<file path="config.mk">
export PLATFORM = sky130hd
export DESIGN_NAME = text_to_signed_integer_parser_flat
export DESIGN_NICKNAME = d
export VERILOG_FILES = /design/src/rtl/core/ttsi_pkg.sv /design/src/rtl/core/ttsi_in_if.sv /design/src/rtl/core/ttsi_out_if.sv /design/src/rtl/core/ttsi_step.sv /design/src/rtl/core/text_to_signed_integer_parser.sv /design/src/flat_wrapper.sv
export VERILOG_INCLUDE_DIRS = /design/src /design/src/rtl/core
export SDC_FILE = /design/constraint.sdc
export NUM_CORES = 1
export LEC_CHECK = 0
export ABC_AREA = 0
export BUFFER_PORTS_ARGS = -buffer_cell sky130_fd_sc_hd__buf_2
export CAP_MARGIN = 20
export CORE_MARGIN = 1.5
export CORE_UTILIZATION = 45
export CTS_CLUSTER_SIZE = 30
export DETAILED_ROUTE_END_ITERATION = 7
export SLEW_MARGIN = 20
export SYNTH_ARGS = -nofsm -noshare
export SYNTH_HDL_FRONTEND = slang
export SYNTH_SLANG_ARGS = --single-unit
</file>
<file path="constraint.sdc">
create_clock -name clk -period 10.75 [get_ports clk]
set_clock_uncertainty 0.05 [all_clocks]
set_input_delay 0.5375 -clock clk [delete_from_list [all_inputs] [get_ports clk]]
set_output_delay 0.5375 -clock clk [all_outputs]
set_load 0.01 [all_outputs]
</file>
<file path="src/rtl/core/text_to_signed_integer_parser_defines.svh">
// Assertion macros for the text to signed integer parser.
`ifndef TEXT_TO_SIGNED_INTEGER_PARSER_DEFINES_SVH
`define TEXT_TO_SIGNED_INTEGER_PARSER_DEFINES_SVH

// Same-cycle implication, sampled on clk, off during rst.
`define TTSI_ASSERT_NOW(label, ante, cons, msg) \
  label: assert property (@(posedge clk) disable iff (rst) (ante) |-> (cons)) \
    else $error(msg);

// Next-cycle implication, sampled on clk, off during rst.
`define TTSI_ASSERT_NEXT(label, ante, cons, msg) \
  label: assert property (@(posedge clk) disable iff (rst) (ante) |=> (cons)) \
    else $error(msg);

`endif

</file>
<file path="src/rtl/core/ttsi_pkg.sv">
// Types, constants and character helpers shared by the parser files.
`default_nettype none

package ttsi_pkg;

  localparam int unsigned CH_W       = 8;
  localparam int unsigned BASE_W     = 6;
  localparam int unsigned VALUE_W    = 32;
  localparam int unsigned END_W      = 12;
  localparam int unsigned PROD_W     = VALUE_W + BASE_W;
  localparam int unsigned MAX_POSITION_DEF = 4095;

  localparam logic [VALUE_W-1:0] POS_LIMIT = 32'h7fff_ffff;
  localparam logic [VALUE_W-1:0] NEG_LIMIT = 32'h8000_0000;

  localparam logic [CH_W-1:0] CHAR_UPPER_OFFSET = 8'd55;  // 'A' - 10
  localparam logic [CH_W-1:0] CHAR_LOWER_OFFSET = 8'd87;  // 'a' - 10
  localparam logic [CH_W-1:0] NOT_A_DIGIT       = 8'hff;

  localparam logic [BASE_W-1:0] BASE_AUTO = 6'd0;
  localparam logic [BASE_W-1:0] BASE_BIN  = 6'd2;
  localparam logic [BASE_W-1:0] BASE_OCT  = 6'd8;
  localparam logic [BASE_W-1:0] BASE_DEC  = 6'd10;
  localparam logic [BASE_W-1:0] BASE_HEX  = 6'd16;

  typedef enum logic [1:0] {
    PH_SKIP,
    PH_FIRST,
    PH_ZERO,
    PH_DIGITS
  } phase_t;

  typedef enum logic [1:0] {
    DS_NONE,
    DS_SOME,
    DS_OVER
  } digit_status_t;

  typedef struct packed {
    phase_t             phase;
    logic               negative;
    logic [VALUE_W-1:0] magnitude;
    digit_status_t      digit_status;
    logic [BASE_W-1:0]  active_base;
  } parse_state_t;

  typedef struct packed {
    logic signed [VALUE_W-1:0] value;
    logic                      overflow;
    logic                      converted;
    logic [END_W-1:0]          end_index;
  } parse_result_t;

  localparam parse_state_t ST_RESET = '{
    phase:        PH_SKIP,
    negative:     1'b0,
    magnitude:    '0,
    digit_status: DS_NONE,
    active_base:  BASE_AUTO
  };

  function automatic logic is_blank(input logic [CH_W-1:0] c);
    return c inside {8'h20, 8'h09, 8'h0a, 8'h0b, 8'h0c, 8'h0d};
  endfunction

  // Digit weight 0..35, or NOT_A_DIGIT.
  function automatic logic [CH_W-1:0] digit_of(input logic [CH_W-1:0] c);
    logic [CH_W-1:0] d;
    if (c >= "0" && c <= "9") begin
      d = c - 8'h30;
    end else if (c >= "A" && c <= "Z") begin
      d = c - CHAR_UPPER_OFFSET;
    end else if (c >= "a" && c <= "z") begin
      d = c - CHAR_LOWER_OFFSET;
    end else begin
      d = NOT_A_DIGIT;
    end
    return d;
  endfunction

endpackage

`default_nettype wire

</file>
<file path="src/rtl/core/ttsi_in_if.sv">
// Character channel: valid/ready plus one character.
`default_nettype none

interface ttsi_in_if;
  import ttsi_pkg::*;

  logic            valid;
  logic            ready;
  logic [CH_W-1:0] ch;

  modport source (output valid, output ch, input ready);
  modport sink   (input valid, input ch, output ready);
endinterface

`default_nettype wire

</file>
<file path="src/rtl/core/ttsi_out_if.sv">
// Result channel: valid/ready plus the parsed value and its flags.
`default_nettype none

interface ttsi_out_if;
  import ttsi_pkg::*;

  logic                      valid;
  logic                      ready;
  logic signed [VALUE_W-1:0] value;
  logic                      overflow;
  logic                      converted;
  logic [END_W-1:0]          end_index;

  modport source (output valid, output value, output overflow, output converted,
                  output end_index, input ready);
  modport sink   (input valid, input value, input overflow, input converted,
                  input end_index, output ready);
endinterface

`default_nettype wire

</file>
<file path="src/rtl/core/ttsi_step.sv">
// Next-state and result logic for one character.
`default_nettype none

module ttsi_step #(
  parameter int unsigned MAX_POSITION = ttsi_pkg::MAX_POSITION_DEF,
  parameter int unsigned POS_W        = $clog2(MAX_POSITION + 1)
) (
  input  ttsi_pkg::parse_state_t          st,
  input  logic [POS_W-1:0]                position,
  input  logic [ttsi_pkg::CH_W-1:0]       ch,
  input  logic [ttsi_pkg::BASE_W-1:0]     number_base,
  output ttsi_pkg::parse_state_t          st_next,
  output logic [POS_W-1:0]                pos_next,
  output logic                            res_valid,
  output ttsi_pkg::parse_result_t         res
);
  import ttsi_pkg::*;

  logic [CH_W-1:0]    d;
  logic               nb_auto;
  logic               nb_hex;
  logic               nb_bin;
  logic               start_first;
  logic               use_digit;
  logic [BASE_W-1:0]  base;
  digit_status_t      dstat;
  logic [VALUE_W-1:0] mag;
  logic [PROD_W-1:0]  prod;
  logic [PROD_W-1:0]  limit;

  assign d       = digit_of(ch);
  assign nb_auto = (number_base == BASE_AUTO);
  assign nb_hex  = (number_base == BASE_HEX);
  assign nb_bin  = (number_base == BASE_BIN);

  always_comb begin
    st_next     = st;
    pos_next    = (position != POS_W'(MAX_POSITION)) ? position + 1'b1 : position;
    res_valid   = 1'b0;
    res         = '0;
    start_first = 1'b0;
    use_digit   = 1'b0;
    base        = st.active_base;
    dstat       = st.digit_status;
    mag         = st.magnitude;

    unique case (st.phase)
      PH_SKIP: begin
        if (is_blank(ch)) begin
          st_next.phase = PH_SKIP;
        end else if (ch == "-") begin
          st_next.negative = 1'b1;
          st_next.phase    = PH_FIRST;
        end else if (ch == "+") begin
          st_next.phase = PH_FIRST;
        end else begin
          start_first = 1'b1;
        end
      end
      PH_FIRST: start_first = 1'b1;
      PH_ZERO: begin
        if ((nb_auto || nb_hex) && (ch == "x" || ch == "X")) begin
          st_next.active_base = BASE_HEX;
          st_next.phase       = PH_DIGITS;
        end else if ((nb_auto || nb_bin) && (ch == "b" || ch == "B")) begin
          st_next.active_base = BASE_BIN;
          st_next.phase       = PH_DIGITS;
        end else begin
          // the leading zero counts as a converted digit
          base      = nb_auto ? BASE_OCT : number_base;
          dstat     = DS_SOME;
          mag       = '0;
          use_digit = 1'b1;
        end
      end
      PH_DIGITS: use_digit = 1'b1;
    endcase

    if (start_first) begin
      if (ch == "0" && (nb_auto || nb_hex || nb_bin)) begin
        st_next.phase = PH_ZERO;
      end else begin
        base      = nb_auto ? BASE_DEC : number_base;
        use_digit = 1'b1;
      end
    end

    prod  = PROD_W'(mag) * PROD_W'(base) + PROD_W'(d);
    limit = st.negative ? PROD_W'(NEG_LIMIT) : PROD_W'(POS_LIMIT);

    if (use_digit) begin
      st_next.phase        = PH_DIGITS;
      st_next.active_base  = base;
      st_next.digit_status = dstat;
      st_next.magnitude    = mag;
      if (d < CH_W'(base)) begin
        if (dstat != DS_OVER) begin
          if (prod > limit) begin
            st_next.digit_status = DS_OVER;
          end else begin
            st_next.magnitude    = prod[VALUE_W-1:0];
            st_next.digit_status = DS_SOME;
          end
        end
      end else begin
        res_valid = 1'b1;
        if (dstat == DS_OVER) begin
          res.value     = st.negative ? NEG_LIMIT : POS_LIMIT;
          res.overflow  = 1'b1;
          res.converted = 1'b1;
        end else begin
          res.value     = st.negative ? (VALUE_W'(0) - mag) : mag;
          res.converted = (dstat == DS_SOME);
        end
        res.end_index = res.converted ? END_W'(position) : '0;
        st_next       = ST_RESET;
        pos_next      = '0;
      end
    end
  end

endmodule

`default_nettype wire

</file>
<file path="src/rtl/core/text_to_signed_integer_parser.sv">
// Streaming text to signed 32-bit integer parser, top level.
//
//   channel   dir   payload                                     role
//   chars     in    ch[7:0]                                     one character per word
//   results   out   value[31:0], overflow, converted, end_index one word per number
//   cfg       in    cfg_wr_en, cfg_wr_data[5:0]                 number_base register
//
// One character per cycle unless a held result stalls; a terminating character
// passes the input register, then parse logic into the result register.
// The per-digit multiply-add and limit compare set the cycle time.
// rst clears parser state, position, number_base and both valid flags.
// A held result stalls the input register, and chars.ready drops the same cycle.
`default_nettype none

`include "text_to_signed_integer_parser_defines.svh"

module text_to_signed_integer_parser #(
  parameter int unsigned MAX_POSITION = ttsi_pkg::MAX_POSITION_DEF
) (
  input  logic                        clk,
  input  logic                        rst,
  ttsi_in_if.sink                     chars,
  ttsi_out_if.source                  results,
  input  logic                        cfg_wr_en,
  input  logic [ttsi_pkg::BASE_W-1:0] cfg_wr_data
);
  import ttsi_pkg::*;

  localparam int unsigned POS_W = $clog2(MAX_POSITION + 1);

  logic [BASE_W-1:0] number_base;
  logic              s1_valid;
  logic [CH_W-1:0]   s1_ch;
  logic              s1_fire;
  parse_state_t      st;
  parse_state_t      st_next;
  logic [POS_W-1:0]  position;
  logic [POS_W-1:0]  pos_next;
  logic              step_res_valid;
  parse_result_t     step_res;
  logic              out_valid;
  parse_result_t     out_res;

  assign s1_fire     = s1_valid && (!out_valid || results.ready);
  assign chars.ready = !s1_valid || s1_fire;

  always_ff @(posedge clk) begin
    if (rst) begin
      number_base <= BASE_AUTO;
    end else if (cfg_wr_en) begin
      number_base <= cfg_wr_data;
    end
  end

  // input register
  always_ff @(posedge clk) begin
    if (rst) begin
      s1_valid <= 1'b0;
    end else if (chars.ready) begin
      s1_valid <= chars.valid;
    end
  end

  always_ff @(posedge clk) begin
    if (chars.valid && chars.ready) begin
      s1_ch <= chars.ch;
    end
  end

  ttsi_step #(
    .MAX_POSITION (MAX_POSITION),
    .POS_W        (POS_W)
  ) u_step (
    .st          (st),
    .position    (position),
    .ch          (s1_ch),
    .number_base (number_base),
    .st_next     (st_next),
    .pos_next    (pos_next),
    .res_valid   (step_res_valid),
    .res         (step_res)
  );

  always_ff @(posedge clk) begin
    if (rst) begin
      st       <= ST_RESET;
      position <= '0;
    end else if (s1_fire) begin
      st       <= st_next;
      position <= pos_next;
    end
  end

  // result register
  always_ff @(posedge clk) begin
    if (rst) begin
      out_valid <= 1'b0;
    end else if (s1_fire && step_res_valid) begin
      out_valid <= 1'b1;
    end else if (results.ready) begin
      out_valid <= 1'b0;
    end
  end

  always_ff @(posedge clk) begin
    if (s1_fire && step_res_valid) begin
      out_res <= step_res;
    end
  end

  assign results.valid     = out_valid;
  assign results.value     = out_res.value;
  assign results.overflow  = out_res.overflow;
  assign results.converted = out_res.converted;
  assign results.end_index = out_res.end_index;

  `TTSI_ASSERT_NOW(a_ovf_implies_conv, results.valid && results.overflow, results.converted, "overflow without converted digits")
  `TTSI_ASSERT_NOW(a_empty_is_zero, results.valid && !results.converted, results.value == '0 && results.end_index == '0, "empty result carries data")
  `TTSI_ASSERT_NEXT(a_restart_after_word, s1_fire && step_res_valid, st.phase == PH_SKIP && position == '0, "parser not restarted after result")
  `TTSI_ASSERT_NOW(a_over_only_in_digits, st.digit_status == DS_OVER, st.phase == PH_DIGITS, "overflow status outside digit phase")

endmodule

`default_nettype wire
</file>
<file path="src/flat_wrapper.sv">
// flat-port wrapper written by rule: the top's interface ports become plain ports
module text_to_signed_integer_parser_flat import ttsi_pkg::*;
#(
  parameter int unsigned MAX_POSITION = ttsi_pkg::MAX_POSITION_DEF
)
  (clk, rst, cfg_wr_en, cfg_wr_data, chars_valid, chars_ch, chars_ready, results_valid, results_value, results_overflow, results_converted, results_end_index, results_ready);
  ttsi_in_if chars_i ();
  ttsi_out_if results_i ();
  input  logic clk;
  input  logic rst;
  input  logic cfg_wr_en;
  input  logic [ttsi_pkg::BASE_W-1:0] cfg_wr_data;
  input wire logic [$bits(chars_i.valid)-1:0] chars_valid;
  input wire logic [$bits(chars_i.ch)-1:0] chars_ch;
  output wire logic [$bits(chars_i.ready)-1:0] chars_ready;
  output wire logic [$bits(results_i.valid)-1:0] results_valid;
  output wire logic [$bits(results_i.value)-1:0] results_value;
  output wire logic [$bits(results_i.overflow)-1:0] results_overflow;
  output wire logic [$bits(results_i.converted)-1:0] results_converted;
  output wire logic [$bits(results_i.end_index)-1:0] results_end_index;
  input wire logic [$bits(results_i.ready)-1:0] results_ready;
  assign chars_i.valid = chars_valid;
  assign chars_i.ch = chars_ch;
  assign chars_ready = chars_i.ready;
  assign results_valid = results_i.valid;
  assign results_value = results_i.value;
  assign results_overflow = results_i.overflow;
  assign results_converted = results_i.converted;
  assign results_end_index = results_i.end_index;
  assign results_i.ready = results_ready;
  text_to_signed_integer_parser #(.MAX_POSITION(MAX_POSITION)) u_core (.clk(clk), .rst(rst), .chars(chars_i), .results(results_i), .cfg_wr_en(cfg_wr_en), .cfg_wr_data(cfg_wr_data));
endmodule
</file>
After elaboration in Yosys (flattened, before gate mapping). Cells that the tools add are included.

Register bits: 117. Bits in latches: 0. Memory bits (writable): 0. ROM bits: 0. Input bits: 19. Output and inout bits: 48. Logic and storage cells: 142. Memories kept: 0.

$add $sub $neg: 6. $mul: 1. Div/mod/pow operators: 0. $lt $le $gt $ge: 8. Equal/unequal tests: 22. Shifts and indexed selects: 0. Mux-type cells: 61. Bitwise logic cells: 2. Reductions and logical operators: 28.

Operators by type and width (count): 32-bit two-way mux (8); 34-bit two-way mux (2); 6-bit two-way mux (11); 43-bit two-way mux (1); 8-bit by 4-bit equality test with 1-bit output, second input constant (5); 38-bit by 8-bit adder with 38-bit output (1); 38-bit by 32-bit greater-than comparator with 1-bit output (1); 32-bit by 6-bit multiplier with 38-bit output (1); 12-bit two-way mux (3); 8-bit by 6-bit equality test with 1-bit output, second input constant (4); 8-bit by 7-bit equality test with 1-bit output, second input constant (4); 1-bit by 32-bit subtractor with 32-bit output, first input constant (1); 8-bit two-way mux (3); 2-bit two-way mux (11); 1-bit two-way mux (18); 8-bit by 7-bit >= comparator with 1-bit output, second input constant (2); 8-bit by 7-bit <= comparator with 1-bit output, second input constant (2); 8-bit by 6-bit subtractor with 8-bit output, second input constant (2); 12-bit by 1-bit adder with 12-bit output, second input constant (1); 12-bit != test, second input constant (1); 1-bit logical AND (9); 8-bit by 6-bit >= comparator with 1-bit output, second input constant (1); 8-bit by 6-bit <= comparator with 1-bit output, second input constant (1); 8-bit by 6-bit < comparator with 1-bit output (1); 21 further kinds (34).

Longest topological paths before layout. Gate-level depths: netlist of the first run.

Depth after elaboration: 15. Gate-level depth with buffers: 45.

Modules after synthesis. A second synthesis of the first run with hierarchy kept.

Cells, all modules: 1798. Area total of the unflattened synthesis: 15272.1 um^2.

Modules (own cells, without submodules): ttsi_step (times used 1, cells an instance 1474, area each 10822.9 um^2, seq. area each 0.0 um^2); text_to_signed_integer_parser (times used 1, cells an instance 324, area each 4449.3 um^2, seq. area each 2882.8 um^2).

Worst setup path after synthesis of the first run. Ideal clock, no wire load.

Path kind: flip-flop to flip-flop. From: reg u_core.s1_ch[5]. To: reg u_core.st[10] (netlist name). Arrival time: 9010 ps. Data required time: 10583 ps. Path slack: 1573 ps. Cell stages (with the launch flop): 42. Period minus slack after synthesis: 9177 ps. Cell sequence: edfxtp_1 -> inv_1 -> ha_1 -> nor2_1 -> nor4b_1 -> o21ai_1 -> nand2_1 -> buf_2 -> buf_2 -> buf_2 -> buf_2 -> buf_1 -> nand3_1 -> fa_1 -> fa_1 -> inv_1 -> fa_1 -> inv_1 -> [... 6 more ...] -> o31a_1 -> nor3_1 -> or2_2 -> a21o_1 -> a21oi_1 -> xnor2_1 -> ha_1 -> and2_1 -> a221o_1 -> nand2_1 -> and4b_1 -> nand2_1 -> o211a_1 -> o2bb2ai_1 -> nor4_4 -> o21ai_1 -> buf_2 -> a22o_1.

Cells in the longest elaborated chain, start to end: 14. Elaborated cells between the ends (all ways): 63.

Ends and longest elaborated chain: start: declaration (RTL line text_to_signed_integer_parser.sv:33) `logic [CH_W-1:0] s1_ch;`; start signal: assignment (RTL line text_to_signed_integer_parser.sv:66) `s1_ch <= chars.ch;`; 8-bit by 7-bit equality test with 1-bit output (RTL line ttsi_step.sv:65) `end else if ((nb_auto || nb_bin) && (ch == "b" || ch == "B")) begin`; 1-bit logical OR (RTL line ttsi_step.sv:65); 1-bit logical AND (RTL line ttsi_step.sv:65); 6-bit two-way mux (RTL line ttsi_step.sv:65); 6-bit two-way mux (RTL line ttsi_step.sv:62) `if ((nb_auto || nb_hex) && (ch == "x" || ch == "X")) begin`; 6-bit two-way mux (RTL line ttsi_step.sv:47) `unique case (st.phase)`; 6-bit two-way mux (RTL line ttsi_step.sv:80) `if (ch == "0" && (nb_auto || nb_hex || nb_bin)) begin`; 6-bit two-way mux (RTL line ttsi_step.sv:79) `if (start_first) begin`; 32-bit by 6-bit multiplier with 38-bit output (RTL line ttsi_step.sv:88) `prod = PROD_W'(mag) * PROD_W'(base) + PROD_W'(d);`; 38-bit by 8-bit adder with 38-bit output (RTL line ttsi_step.sv:88); 38-bit by 32-bit greater-than comparator with 1-bit output (RTL line ttsi_step.sv:98) `if (prod > limit) begin`; 32-bit two-way mux (RTL line ttsi_step.sv:98); 34-bit two-way mux (RTL line ttsi_step.sv:97) `if (dstat != DS_OVER) begin`; 34-bit two-way mux (RTL line ttsi_step.sv:96) `if (d < CH_W'(base)) begin`.

Parallel ways exist; a longest one is shown, timed or not. A chain may end at the register's enable or synchronous reset.

Worst setup path in the final report of the first run.
From: reg u_core.s1_ch[1]. To: reg u_core.st[24] (netlist name).

Cells in the longest elaborated chain, start to end: 14. Elaborated cells between the ends (all ways): 63.

Ends and longest elaborated chain (RTL line): 8-bit by 7-bit equality test with 1-bit output (ttsi_step.sv:65); 1-bit logical OR (ttsi_step.sv:65); 1-bit logical AND (ttsi_step.sv:65); 6-bit two-way mux (ttsi_step.sv:65); 6-bit two-way mux (ttsi_step.sv:62); 6-bit two-way mux (ttsi_step.sv:47); 6-bit two-way mux (ttsi_step.sv:80); 6-bit two-way mux (ttsi_step.sv:79); 32-bit by 6-bit multiplier with 38-bit output (ttsi_step.sv:88); 38-bit by 8-bit adder with 38-bit output (ttsi_step.sv:88); 38-bit by 32-bit greater-than comparator with 1-bit output (ttsi_step.sv:98); 32-bit two-way mux (ttsi_step.sv:98); 34-bit two-way mux (ttsi_step.sv:97); 34-bit two-way mux (ttsi_step.sv:96).

Parallel ways exist; a longest one is shown, timed or not.

==> impl_metrics.csv, run 1 <==
group,metric,value,unit
timing,max_freq,98.6,MHz
critical_path,worst-setup-path-type,"reg -> reg",
die,fp.dieW,178,um
clock_tree,insertion_delay,0.43,ns
die,die-area,31600,um2
placement,portBuffers,66,
final_layout,diodes,0,
timing,tightest_slew,0.918,ns
global_route,grt_pass1_vias,11500,
synth,synthCells,1625,
routing,drtIter0Drc,975,
clock_tree,path_clk_slew,0.06,ns
clock_tree,htree_levels,4,
global_route,grt_max_degree,79,
power,leakagePower,6.97,nW
global_route,antenna_found_initial,0,
timing,finalCriticalPeriod,10.14,ns
final_layout,area_delta_synth_final,8.81,%
die,die_h,178,um
status,status,"complete, no violations",
placement,placed_area,14300,um2
global_route,grt_usage,0.256,
timing,fin_hold_ws,0.225,ns
run,cap_viol_max_count,0,
synth,syn_avg_cell_area,8.46,um2
synth,synth_cell_types,86,
routing,dr_total_vias,12000,
timing,finalHoldViolations,0,
final_layout,drive_gt1_frac,0.0872,
final_layout,fin_util,0.500,
critical_path,cpMaxStageDelayCell,"fa_1",
routing,drc_errors,0,
synth,synth.largest_area_cell,"fa_1",
critical_path,critPathCaptureType,"flop",
timing,finalMaxSlewViolations,0,
final_layout,n_fill_cell,2888,
critical_path,crit_fanout,31,
synth,synth_edf_count,54,
synth,synthArstFlopShare,0,
timing,period_share,0.943,
critical_path,worstSetupStartpointType,"flop",
critical_path,worstPathRequired,11.07,ns
synth,synth_seq_cells,117,
synth,synth_seq_area_share,0.210,
synth,ys.flop_type,"dfxtp_1",
clock_tree,clock_sinks,117,
routing,via_per_inst,5.87,
routing,wl_per_cell,18.8,um
routing,antenna_left,0,
placement,gp_congestion,0.929,
synth,synthesis.nets,1899,
global_route,grt-ovfl-total,0,
critical_path,worst-path-buf-inv,7,
final_layout,fin_area,15000,um2
timing,rsz0062_at_grt,"no",
critical_path,cp_slowest_stage_delay,0.60,ns
clock_tree,cts_tree,"yes",
final_layout,final_cells,2041,
timing,fin_setup_tns,0,ns
timing,setup_violations,0,
routing,first_pass_iters,5,
die,ioPinCount,67,
power,p_per_area,81.6,nW/um2
clock_tree,cts_buffers,17,
die,rows,63,
synth,synthTopCellsByArea,"fa_1 18%, edfxtp_1 12%, ha_1 12%, dfxtp_1 9.2%, nor2_1 5.5%",
critical_path,path_delay_family,"adder cells",
min_path,holdCritPathClass,"in -> reg",
synth,yosys_warnings,0,
final_layout,nets,1912,
synth,netlist_area,13700,um2
power,irDropWorstVdd,0.114,mV
placement,dp_cells,2007,
die,initial_core_util,0.460,
placement,hpwl,30100,um
routing,wl,38400,um
global_route,grt_pass1_wl,63100,um
clock_tree,hold_buffers,0,
critical_path,crit_arrival,10.46,ns
clock_tree,clockBufferDepth,2,
clock_tree,cts-root-buf,"clkbuf_16",
timing,slew_headroom,0.388,
synth,synth.top_cell.area_share,0.184,
die,core_area,29900,um2
## what timing repair did
item	4_1_cts	5_1_grt
setup endpoints to repair	0	34
gates resized for setup	0	4
buffers inserted	0	2
## Yosys cell counts (all sizes together), types with 5 or more instances
cell	count
a211oi	13
a21o	25
a21oi	119
a221oi	7
a22o	35
a31oi	9
and2	26
and3	14
buf	40
clkbuf	56
dfxtp	63
edfxtp	54
fa	126
ha	129
inv	149
mux2	5
mux2i	11
nand2	136
nand2b	9
nand3	85
nand3b	7
nand4	20
nor2	201
nor2b	6
nor3	27
nor4	13
o211ai	17
o21a	11
o21ai	76
o21bai	9
o31ai	8
or4	5
xnor2	30
xor2	14
## layer usage
layer,wire length (um),track usage,part of all wire
met1,19000,0.387,0.49
met2,16300,0.378,0.43
met3,2580,0.0403,0.067
met4,502,0.0606,0.013
met5,0,0,0
## worst reg2reg max path, delay by kind of cell, from the launching register on
family,cells,cell delay (ns)
adders and majority gates,7,3.04
DFF,1,0.50
xor gates and xnor gates,1,0.34
buffers and inverters,7,1.14
AOI/OAI and AO/OA,13,3.00
muxes,1,0.54
and+or+nand+nor,9,1.45
## report_power, final
part / total, mW / internal (mW) / switching [mW]
logic: 0.172 / 0.0520 / 0.120
registers: 0.489 / 0.479 / 0.0101
clock network: 0.559 / 0.343 / 0.216
## area by class of cell
class | instances | area (um2) | area share
Clock buffer | 19 | 433 | 0.0290
Clock inverter | 13 | 148 | 0.00987
Tap cell | 390 | 488 | 0.0326
Multi-Input combinational cell | 1263 | 9910 | 0.663
Inverter | 149 | 559 | 0.0374
Sequential cell | 117 | 2880 | 0.193
Timing Repair Buffer | 90 | 531 | 0.0355
## sequential cells by signal (all words and copies together) (netlist names)
name,count
u_core.number_base,6
u_core.position,12
u_core.results.converted,1
u_core.results.end_index,12
u_core.results.overflow,1
u_core.results.valid,1
u_core.results.value,32
u_core.s1_ch,8
u_core.s1_valid,1
u_core.st,43
## kinds of logic (layout without fill, tap and decap cells)
group,after synthesis,in the layout,share of synthesized area
compound gates,378,378,0.182
xor+xnor,44,44,0.0280
fa+ha+maj,255,255,0.301
buf+inv,245,271,0.0718
flops,117,117,0.210
mux,16,16,0.0121
simple gates,570,570,0.196
## path summary, 6_finish.rpt
check	startpoint	end	slack (ns)	depth (start not counted)
setup / recovery	u_core.s1_ch[1]$_DFFE_PP_	u_core.st[24]$_SDFFE_PP0P_	0.61	38
hold / removal	chars_ch[5]	u_core.s1_ch[5]$_DFFE_PP_	0.23	1
hold reg to reg	u_core.st[5]$_SDFFE_PP0P_	u_core.st[5]$_SDFFE_PP0P_	0.40	2
setup reg to reg	u_core.s1_ch[1]$_DFFE_PP_	u_core.st[24]$_SDFFE_PP0P_	0.61	38
## through the flow
| stage | total power [mW] | setup slack [ns] |
|---|---|---|
| after floorplan | 0.607 | 1.57 |
| after global placement | 0.663 | 0.584 |
| after detailed placement | 0.667 | 0.518 |
| after CTS | 1.22 | 0.437 |
| after global routing | 1.26 | 0.0428 |
| final | 1.22 | 0.609 |
## cells in the final DEF (no fill, tap or decap), drive strengths merged, types with 14 or more instances in the layout
cell type / netlist / final
and2: 26 / 26
xor2: 14 / 14
o21ai: 76 / 76
buf: 40 / 90
nand2: 136 / 136
clkbuf: 56 / 19
ha: 129 / 129
nor3: 27 / 27
a22o: 35 / 35
xnor2: 30 / 30
fa: 126 / 126
and3: 14 / 14
dfxtp: 63 / 63
a21oi: 119 / 119
nor2: 201 / 201
a21o: 25 / 25
inv: 149 / 154
nand3: 85 / 85
o211ai: 17 / 17
nand4: 20 / 20
edfxtp: 54 / 54
(Power assumes the default switching activity.)
==> run 2: changes to the inputs <==
==> constraint.sdc (replaced) <==
create_clock -name clk -period 9.9 [get_ports clk]
set_clock_uncertainty 0.05 [all_clocks]
set_input_delay 0.495 -clock clk [delete_from_list [all_inputs] [get_ports clk]]
set_output_delay 0.495 -clock clk [all_outputs]
set_load 0.01 [all_outputs]
==> run 2 against run 1 <==
Effect of this change: final cell count is 1.2% higher; worst setup slack worse by 0.073 ns; first-iteration DRC count is 2.2% higher; routed wire length is 2.8% higher; sequential power is 8.2% higher; fmax is 8.3% higher; via count is 0.76% higher; sequential share of layout area is 0.32 points lower; total power is 10% higher; count of clock-buffer cells in the layout is 2 lower; non-clock buffer count is 24 higher; flip-flop and latch count stayed put.
==> impl_metrics.csv, run 2 (same netlist as run 1, synthesis figures left out) <==
group,metric,value,unit
global_route,antenna_found_initial,0,
clock_tree,insertion_delay,0.43,ns
die,die_h,178,um
timing,setup_violations,0,
clock_tree,path_clk_slew,0.07,ns
routing,dr_total_vias,12100,
power,irDropWorstVdd,0.0807,mV
power,p_per_area,88.4,nW/um2
timing,finalMaxSlewViolations,0,
timing,finalCriticalPeriod,9.36,ns
clock_tree,cts_buffers,17,
timing,tightest_slew,0.866,ns
global_route,grt_max_degree,79,
placement,placed_area,14500,um2
critical_path,worst-setup-path-type,"reg -> reg",
power,internal_power,0.938,mW
global_route,grt-ovfl-total,0,
timing,finalHoldViolations,0,
global_route,grt_pass1_vias,11400,
power,combPwrFrac,0.146,
final_layout,drive_gt1_frac,0.110,
die,ioPinCount,67,
power,pwr-share-clk,0.461,
critical_path,worstPathRequired,10.15,ns
timing,fin_hold_ws,0.191,ns
clock_tree,cts-root-buf,"clkbuf_16",
timing,rsz0062_at_grt,"no",
routing,first_pass_iters,6,
critical_path,crit_fanout,31,
final_layout,mostFrequentLayoutCells,"200 x nor2_1, 148 x inv_1, 134 x nand2_1, 128 x ha_1, 126 x fa_1",
final_layout,fin_area,15200,um2
final_layout,nets,1936,
global_route,grt_usage,0.259,
power,seqPwrFrac,0.393,
routing,antenna_left,0,
timing,period_share,0.946,
die,rows,63,
status,status,"complete, no violations",
min_path,holdCritPathClass,"in -> reg",
placement,portBuffers,66,
clock_tree,clockBufferDepth,2,
die,initial_core_util,0.460,
final_layout,area_delta_synth_final,10.6,%
power,leakagePower,7.12,nW
critical_path,critPathCaptureType,"flop",
final_layout,diodes,0,
routing,wl_per_cell,19.1,um
final_layout,top_register,"u_core.st",
routing,via_per_inst,5.85,
critical_path,cp_slowest_stage_delay,0.56,ns
timing,slew_headroom,0.422,
die,core_area,29900,um2
die,fp.dieW,178,um
routing,drtIter0Drc,996,
routing,drc_errors,0,
power,power.switching,0.406,mW
power,swShare,0.302,
clock_tree,clock_sinks,117,
timing,max_freq,107,MHz
final_layout,largest_reg_flops,43,
timing,fin_setup_tns,0,ns
clock_tree,htree_levels,4,
clock_tree,cts_tree,"yes",
routing,wl,39400,um
final_layout,final_common_cell,"nor2_1",
critical_path,worstSetupStartpointType,"flop",
run,cap_viol_max_count,0,
placement,hpwl,31000,um
die,die-area,31600,um2
placement,gp_congestion,0.900,
global_route,grt_pass1_wl,63600,um
critical_path,crit_arrival,9.62,ns
critical_path,cpMaxStageDelayCell,"fa_1",
run 2: cell count changes in the layout (fill, tap and decap cells not counted), moves of 2 or more:
cell / previous run / this run
a211oi_2: 1 / 3
o21ai_2: 1 / 3
buf_4: 21 / 45
inv_6: 5 / 7
inv_8: 0 / 4
a21oi_1: 118 / 116
a211oi_1: 12 / 10
clkbuf_1: 2 / 0
a21oi_2: 1 / 3
xnor2_1: 30 / 28
xnor2_2: 0 / 2
run 2: power groups by stage:
stage                     Sequential, mW  Clock, mW  Combinational, mW
after floorplan                    0.542          0              0.118
after global placement             0.539          0              0.183
after detailed placement           0.539          0              0.187
after CTS                          0.529      0.629              0.188
after global routing               0.531      0.649              0.214
final                              0.529      0.620              0.196
run 2: final timing paths:
check / from / endpoint / slack (ns) / cells past startpoint
worst max-delay path: u_core.s1_ch[1]$_DFFE_PP_ / u_core.st[29]$_SDFFE_PP0P_ / 0.54 / 40
worst max register to register: u_core.s1_ch[1]$_DFFE_PP_ / u_core.st[29]$_SDFFE_PP0P_ / 0.54 / 40
worst min-delay path: chars_ch[2] / u_core.s1_ch[2]$_DFFE_PP_ / 0.19 / 1
worst min register to register: u_core.st[7]$_SDFFE_PP0P_ / u_core.st[7]$_SDFFE_PP0P_ / 0.41 / 2
run 2: layout make-up:
type,instances,area [um2]
clock buffer,17,425
clock inverter,15,160
fill,2867,14700
inverter,149,559
multi-input combinational,1263,9970
sequential,117,2880
tap,390,488
timing repair buffer,114,719
run 2: worst max-delay path: cells and delay by family, from the launching register on:
| kind | cells | cell delay [ns] |
|---|---|---|
| AND/OR/NAND/NOR | 11 | 1.55 |
| adder cells (fa/ha/maj) | 7 | 2.91 |
| XOR/XNOR | 1 | 0.20 |
| multiplexers | 1 | 0.37 |
| buffers and inverters | 7 | 0.99 |
| flip-flops | 1 | 0.51 |
| AO/OA/AOI/OAI | 13 | 2.65 |
run 2: metal layers:
layer | part of all wire | routed length (um) | track usage | up-vias
li1 | - | - | - | 5756
met1 | 0.49 | 19100 | 0.396 | 5808
met2 | 0.42 | 16700 | 0.376 | 476
met3 | 0.079 | 3100 | 0.0428 | 31
met4 | 0.014 | 536 | 0.0644 | 0
met5 | 0 | 0 | 0 | -
run 2: metrics by stage:
stage	std cells	total power, mW	util	worst slack, ns
floorplan	1625	0.660	-	0.723
global placement	2023	0.722	0.484	0.300
detailed placement	2024	0.726	0.484	0.0908
CTS	2056	1.35	0.504	0.00868
global route	2065	1.39	0.509	0.0404
finish	2065	1.34	0.509	0.536
run 2: timing repair:
item / CTS / global route
hold buffers: 0 / 0
endpoints found under the setup margin: 0 / 34
resized for setup: 0 / 20
hold endpoints to repair: 0 / 0
buffers inserted: 0 / 9
==> run 3: changes to the inputs <==
--- a/config.mk
+++ b/config.mk
@@ -11,6 +11,7 @@
 export CAP_MARGIN = 20
 export CORE_MARGIN = 1.5
 export CORE_UTILIZATION = 45
+export CTS_BUF_LIST = sky130_fd_sc_hd__clkbuf_4 sky130_fd_sc_hd__clkbuf_8
 export CTS_CLUSTER_SIZE = 30
 export DETAILED_ROUTE_END_ITERATION = 7
 export SLEW_MARGIN = 20
==> run 3 against run 2 <==
Effect of this change: final cell count shrank 0.15%; clock power shrank 27%; total power fell by 13%; die area stayed put; via count fell by 0.42%; fmax is 0.80% lower; flip-flop and latch count unchanged; critical path depth unchanged; sequential share of layout area rose by 0.28 points; routed wire length fell by 0.33%; hold slack worse by 0.037 ns; highest routed layer unchanged; utilization decreased by 0.73 points.
==> impl_metrics.csv, run 3 (same netlist as run 1, synthesis figures left out) <==
group,metric,value,unit
clock_tree,insertion_delay,0.46,ns
timing,finalCriticalPeriod,9.44,ns
clock_tree,htree_levels,4,
placement,pre_cts_slack,0.0908,ns
power,pwr-share-clk,0.385,
timing,tightest_slew,0.874,ns
critical_path,worstSetupStartpointType,"flop",
global_route,grt_pass1_wl,63500,um
die,die-area,31600,um2
final_layout,final_cells,2062,
power,power,1.17,mW
final_layout,top_register,"u_core.st",
final_layout,nets,1933,
clock_tree,cts-root-buf,"clkbuf_8",
final_layout,largest_reg_flops,43,
global_route,grt_max_degree,79,
routing,dr_total_vias,12000,
critical_path,worst-setup-path-type,"reg -> reg",
clock_tree,clock_sinks,117,
final_layout,final_common_cell,"nor2_1",
final_layout,n_fill_cell,2890,
clock_tree,cts_tree,"yes",
power,seqPwrFrac,0.450,
critical_path,worst-path-buf-inv,7,
critical_path,critPathCaptureType,"flop",
die,ioPinCount,67,
timing,fin_ws,0.460,ns
critical_path,crit_fanout,31,
placement,portBuffers,66,
power,swShare,0.327,
die,initial_core_util,0.460,
global_route,antenna_found_initial,0,
clock_tree,path_clk_slew,0.09,ns
placement,dp_cells,2024,
timing,finalHoldViolations,0,
die,rows,63,
global_route,grt_pass1_vias,11400,
placement,gp_congestion,0.900,
timing,setup_violations,0,
power,internal_power,0.790,mW
global_route,grt-ovfl-total,0,
clock_tree,clockBufferDepth,2,
min_path,whs_path_depth,1,
die,die_h,178,um
critical_path,crit-reg2reg-launch,"u_core.s1_ch[1]$_DFFE_PP_",
final_layout,diodes,0,
routing,drtIter0Drc,988,
clock_tree,hold_buffers,0,
final_layout,mostFrequentLayoutCells,"200 x nor2_1, 148 x inv_1, 134 x nand2_1, 128 x ha_1, 126 x fa_1",
timing,period_share,0.954,
critical_path,cpMaxStageDelayCell,"fa_1",
run,cap_viol_max_count,0,
routing,via_per_inst,5.83,
routing,first_pass_iters,6,
critical_path,crit_arrival,9.73,ns
critical_path,cp.depth,40,
timing,slew_headroom,0.416,
placement,hpwl,31000,um
routing,antenna_left,0,
power,power.switching,0.384,mW
final_layout,area_delta_synth_final,9.05,%
critical_path,path_delay_family,"adder cells",
timing,fin_hold_ws,0.153,ns
die,core_area,29900,um2
critical_path,critPathLaunch,"u_core.s1_ch[1]$_DFFE_PP_",
die,fp.dieW,178,um
routing,drc_errors,0,
critical_path,reg2reg_to,"u_core.st[36]$_SDFFE_PP0P_",
critical_path,worstPathRequired,10.19,ns
final_layout,fin_util,0.502,
global_route,grt_usage,0.259,
power,combPwrFrac,0.165,
critical_path,cp_slowest_stage_delay,0.56,ns
timing,max_freq,106,MHz
power,p_per_area,78.4,nW/um2
routing,wl_per_cell,19.1,um
critical_path,reg2reg_depth,40,
status,status,"complete, no violations",
final_layout,drive_gt1_frac,0.108,
power,leakagePower,7.02,nW
clock_tree,cts_buffers,17,
power,irDropWorstVdd,0.0734,mV
critical_path,r2r_slack,0.46,ns
routing,wl,39300,um
timing,finalMaxSlewViolations,0,
critical_path,critical_path.endpoint,"u_core.st[36]$_SDFFE_PP0P_",
min_path,holdCritPathClass,"in -> reg",
[run 3: changes by cell type in the layout (fill, tap and decap cells not counted)]
cell       previous run  this run
clkbuf_16            17         0
o21ai_1              10        11
clkbuf_8              0        17
buf_4                45        42
o21ai_2               3         2
[run 3: final cells by class]
| class | count | area (um2) | share of cell area |
|---|---|---|---|
| clock buffers | 17 | 234 | 0.0156 |
| clock inverters | 15 | 160 | 0.0107 |
| inverters | 149 | 559 | 0.0373 |
| multi-input cells | 1263 | 9960 | 0.665 |
| flip-flops and latches | 117 | 2880 | 0.192 |
| well taps | 390 | 488 | 0.0326 |
| repair buffers | 111 | 697 | 0.0465 |
[run 3: worst min path at each step]
stage | slack, ns | start | endpoint
floorplan | 0.38 | u_core.st[7]$_SDFFE_PP0P_ | u_core.st[7]$_SDFFE_PP0P_
global placement | 0.39 | u_core.st[7]$_SDFFE_PP0P_ | u_core.st[7]$_SDFFE_PP0P_
detailed placement | 0.40 | u_core.st[7]$_SDFFE_PP0P_ | u_core.st[7]$_SDFFE_PP0P_
CTS | 0.14 | chars_ch[2] | u_core.s1_ch[2]$_DFFE_PP_
global route | 0.14 | chars_ch[7] | u_core.s1_ch[7]$_DFFE_PP_
finish | 0.15 | chars_ch[2] | u_core.s1_ch[2]$_DFFE_PP_
[run 3: power groups by stage]
| stage | combinational [mW] | sequential, mW | clock (mW) |
|---|---|---|---|
| floorplan | 0.118 | 0.542 | 0 |
| global placement | 0.183 | 0.539 | 0 |
| detailed placement | 0.187 | 0.539 | 0 |
| CTS | 0.188 | 0.528 | 0.461 |
| global route | 0.213 | 0.530 | 0.479 |
| finish | 0.194 | 0.528 | 0.452 |
[run 3: stage by stage]
stage | area [um2] | TNS, ns
floorplan | 13700 | 0
global placement | 14400 | 0
detailed placement | 14500 | 0
CTS | 14900 | 0
global route | 15000 | -0.0445
finish | 15000 | 0
[run 3: layer usage]
metal	GRT usage	part of all wire
met3	0.0388	0.079
met1	0.395	0.48
met2	0.377	0.42
met5	0	0
met4	0.0644	0.014
[run 3: what timing repair did]
action,CTS,global route
setup buffers,0,6
endpoints found under the setup margin,0,34
gates resized for setup,0,19
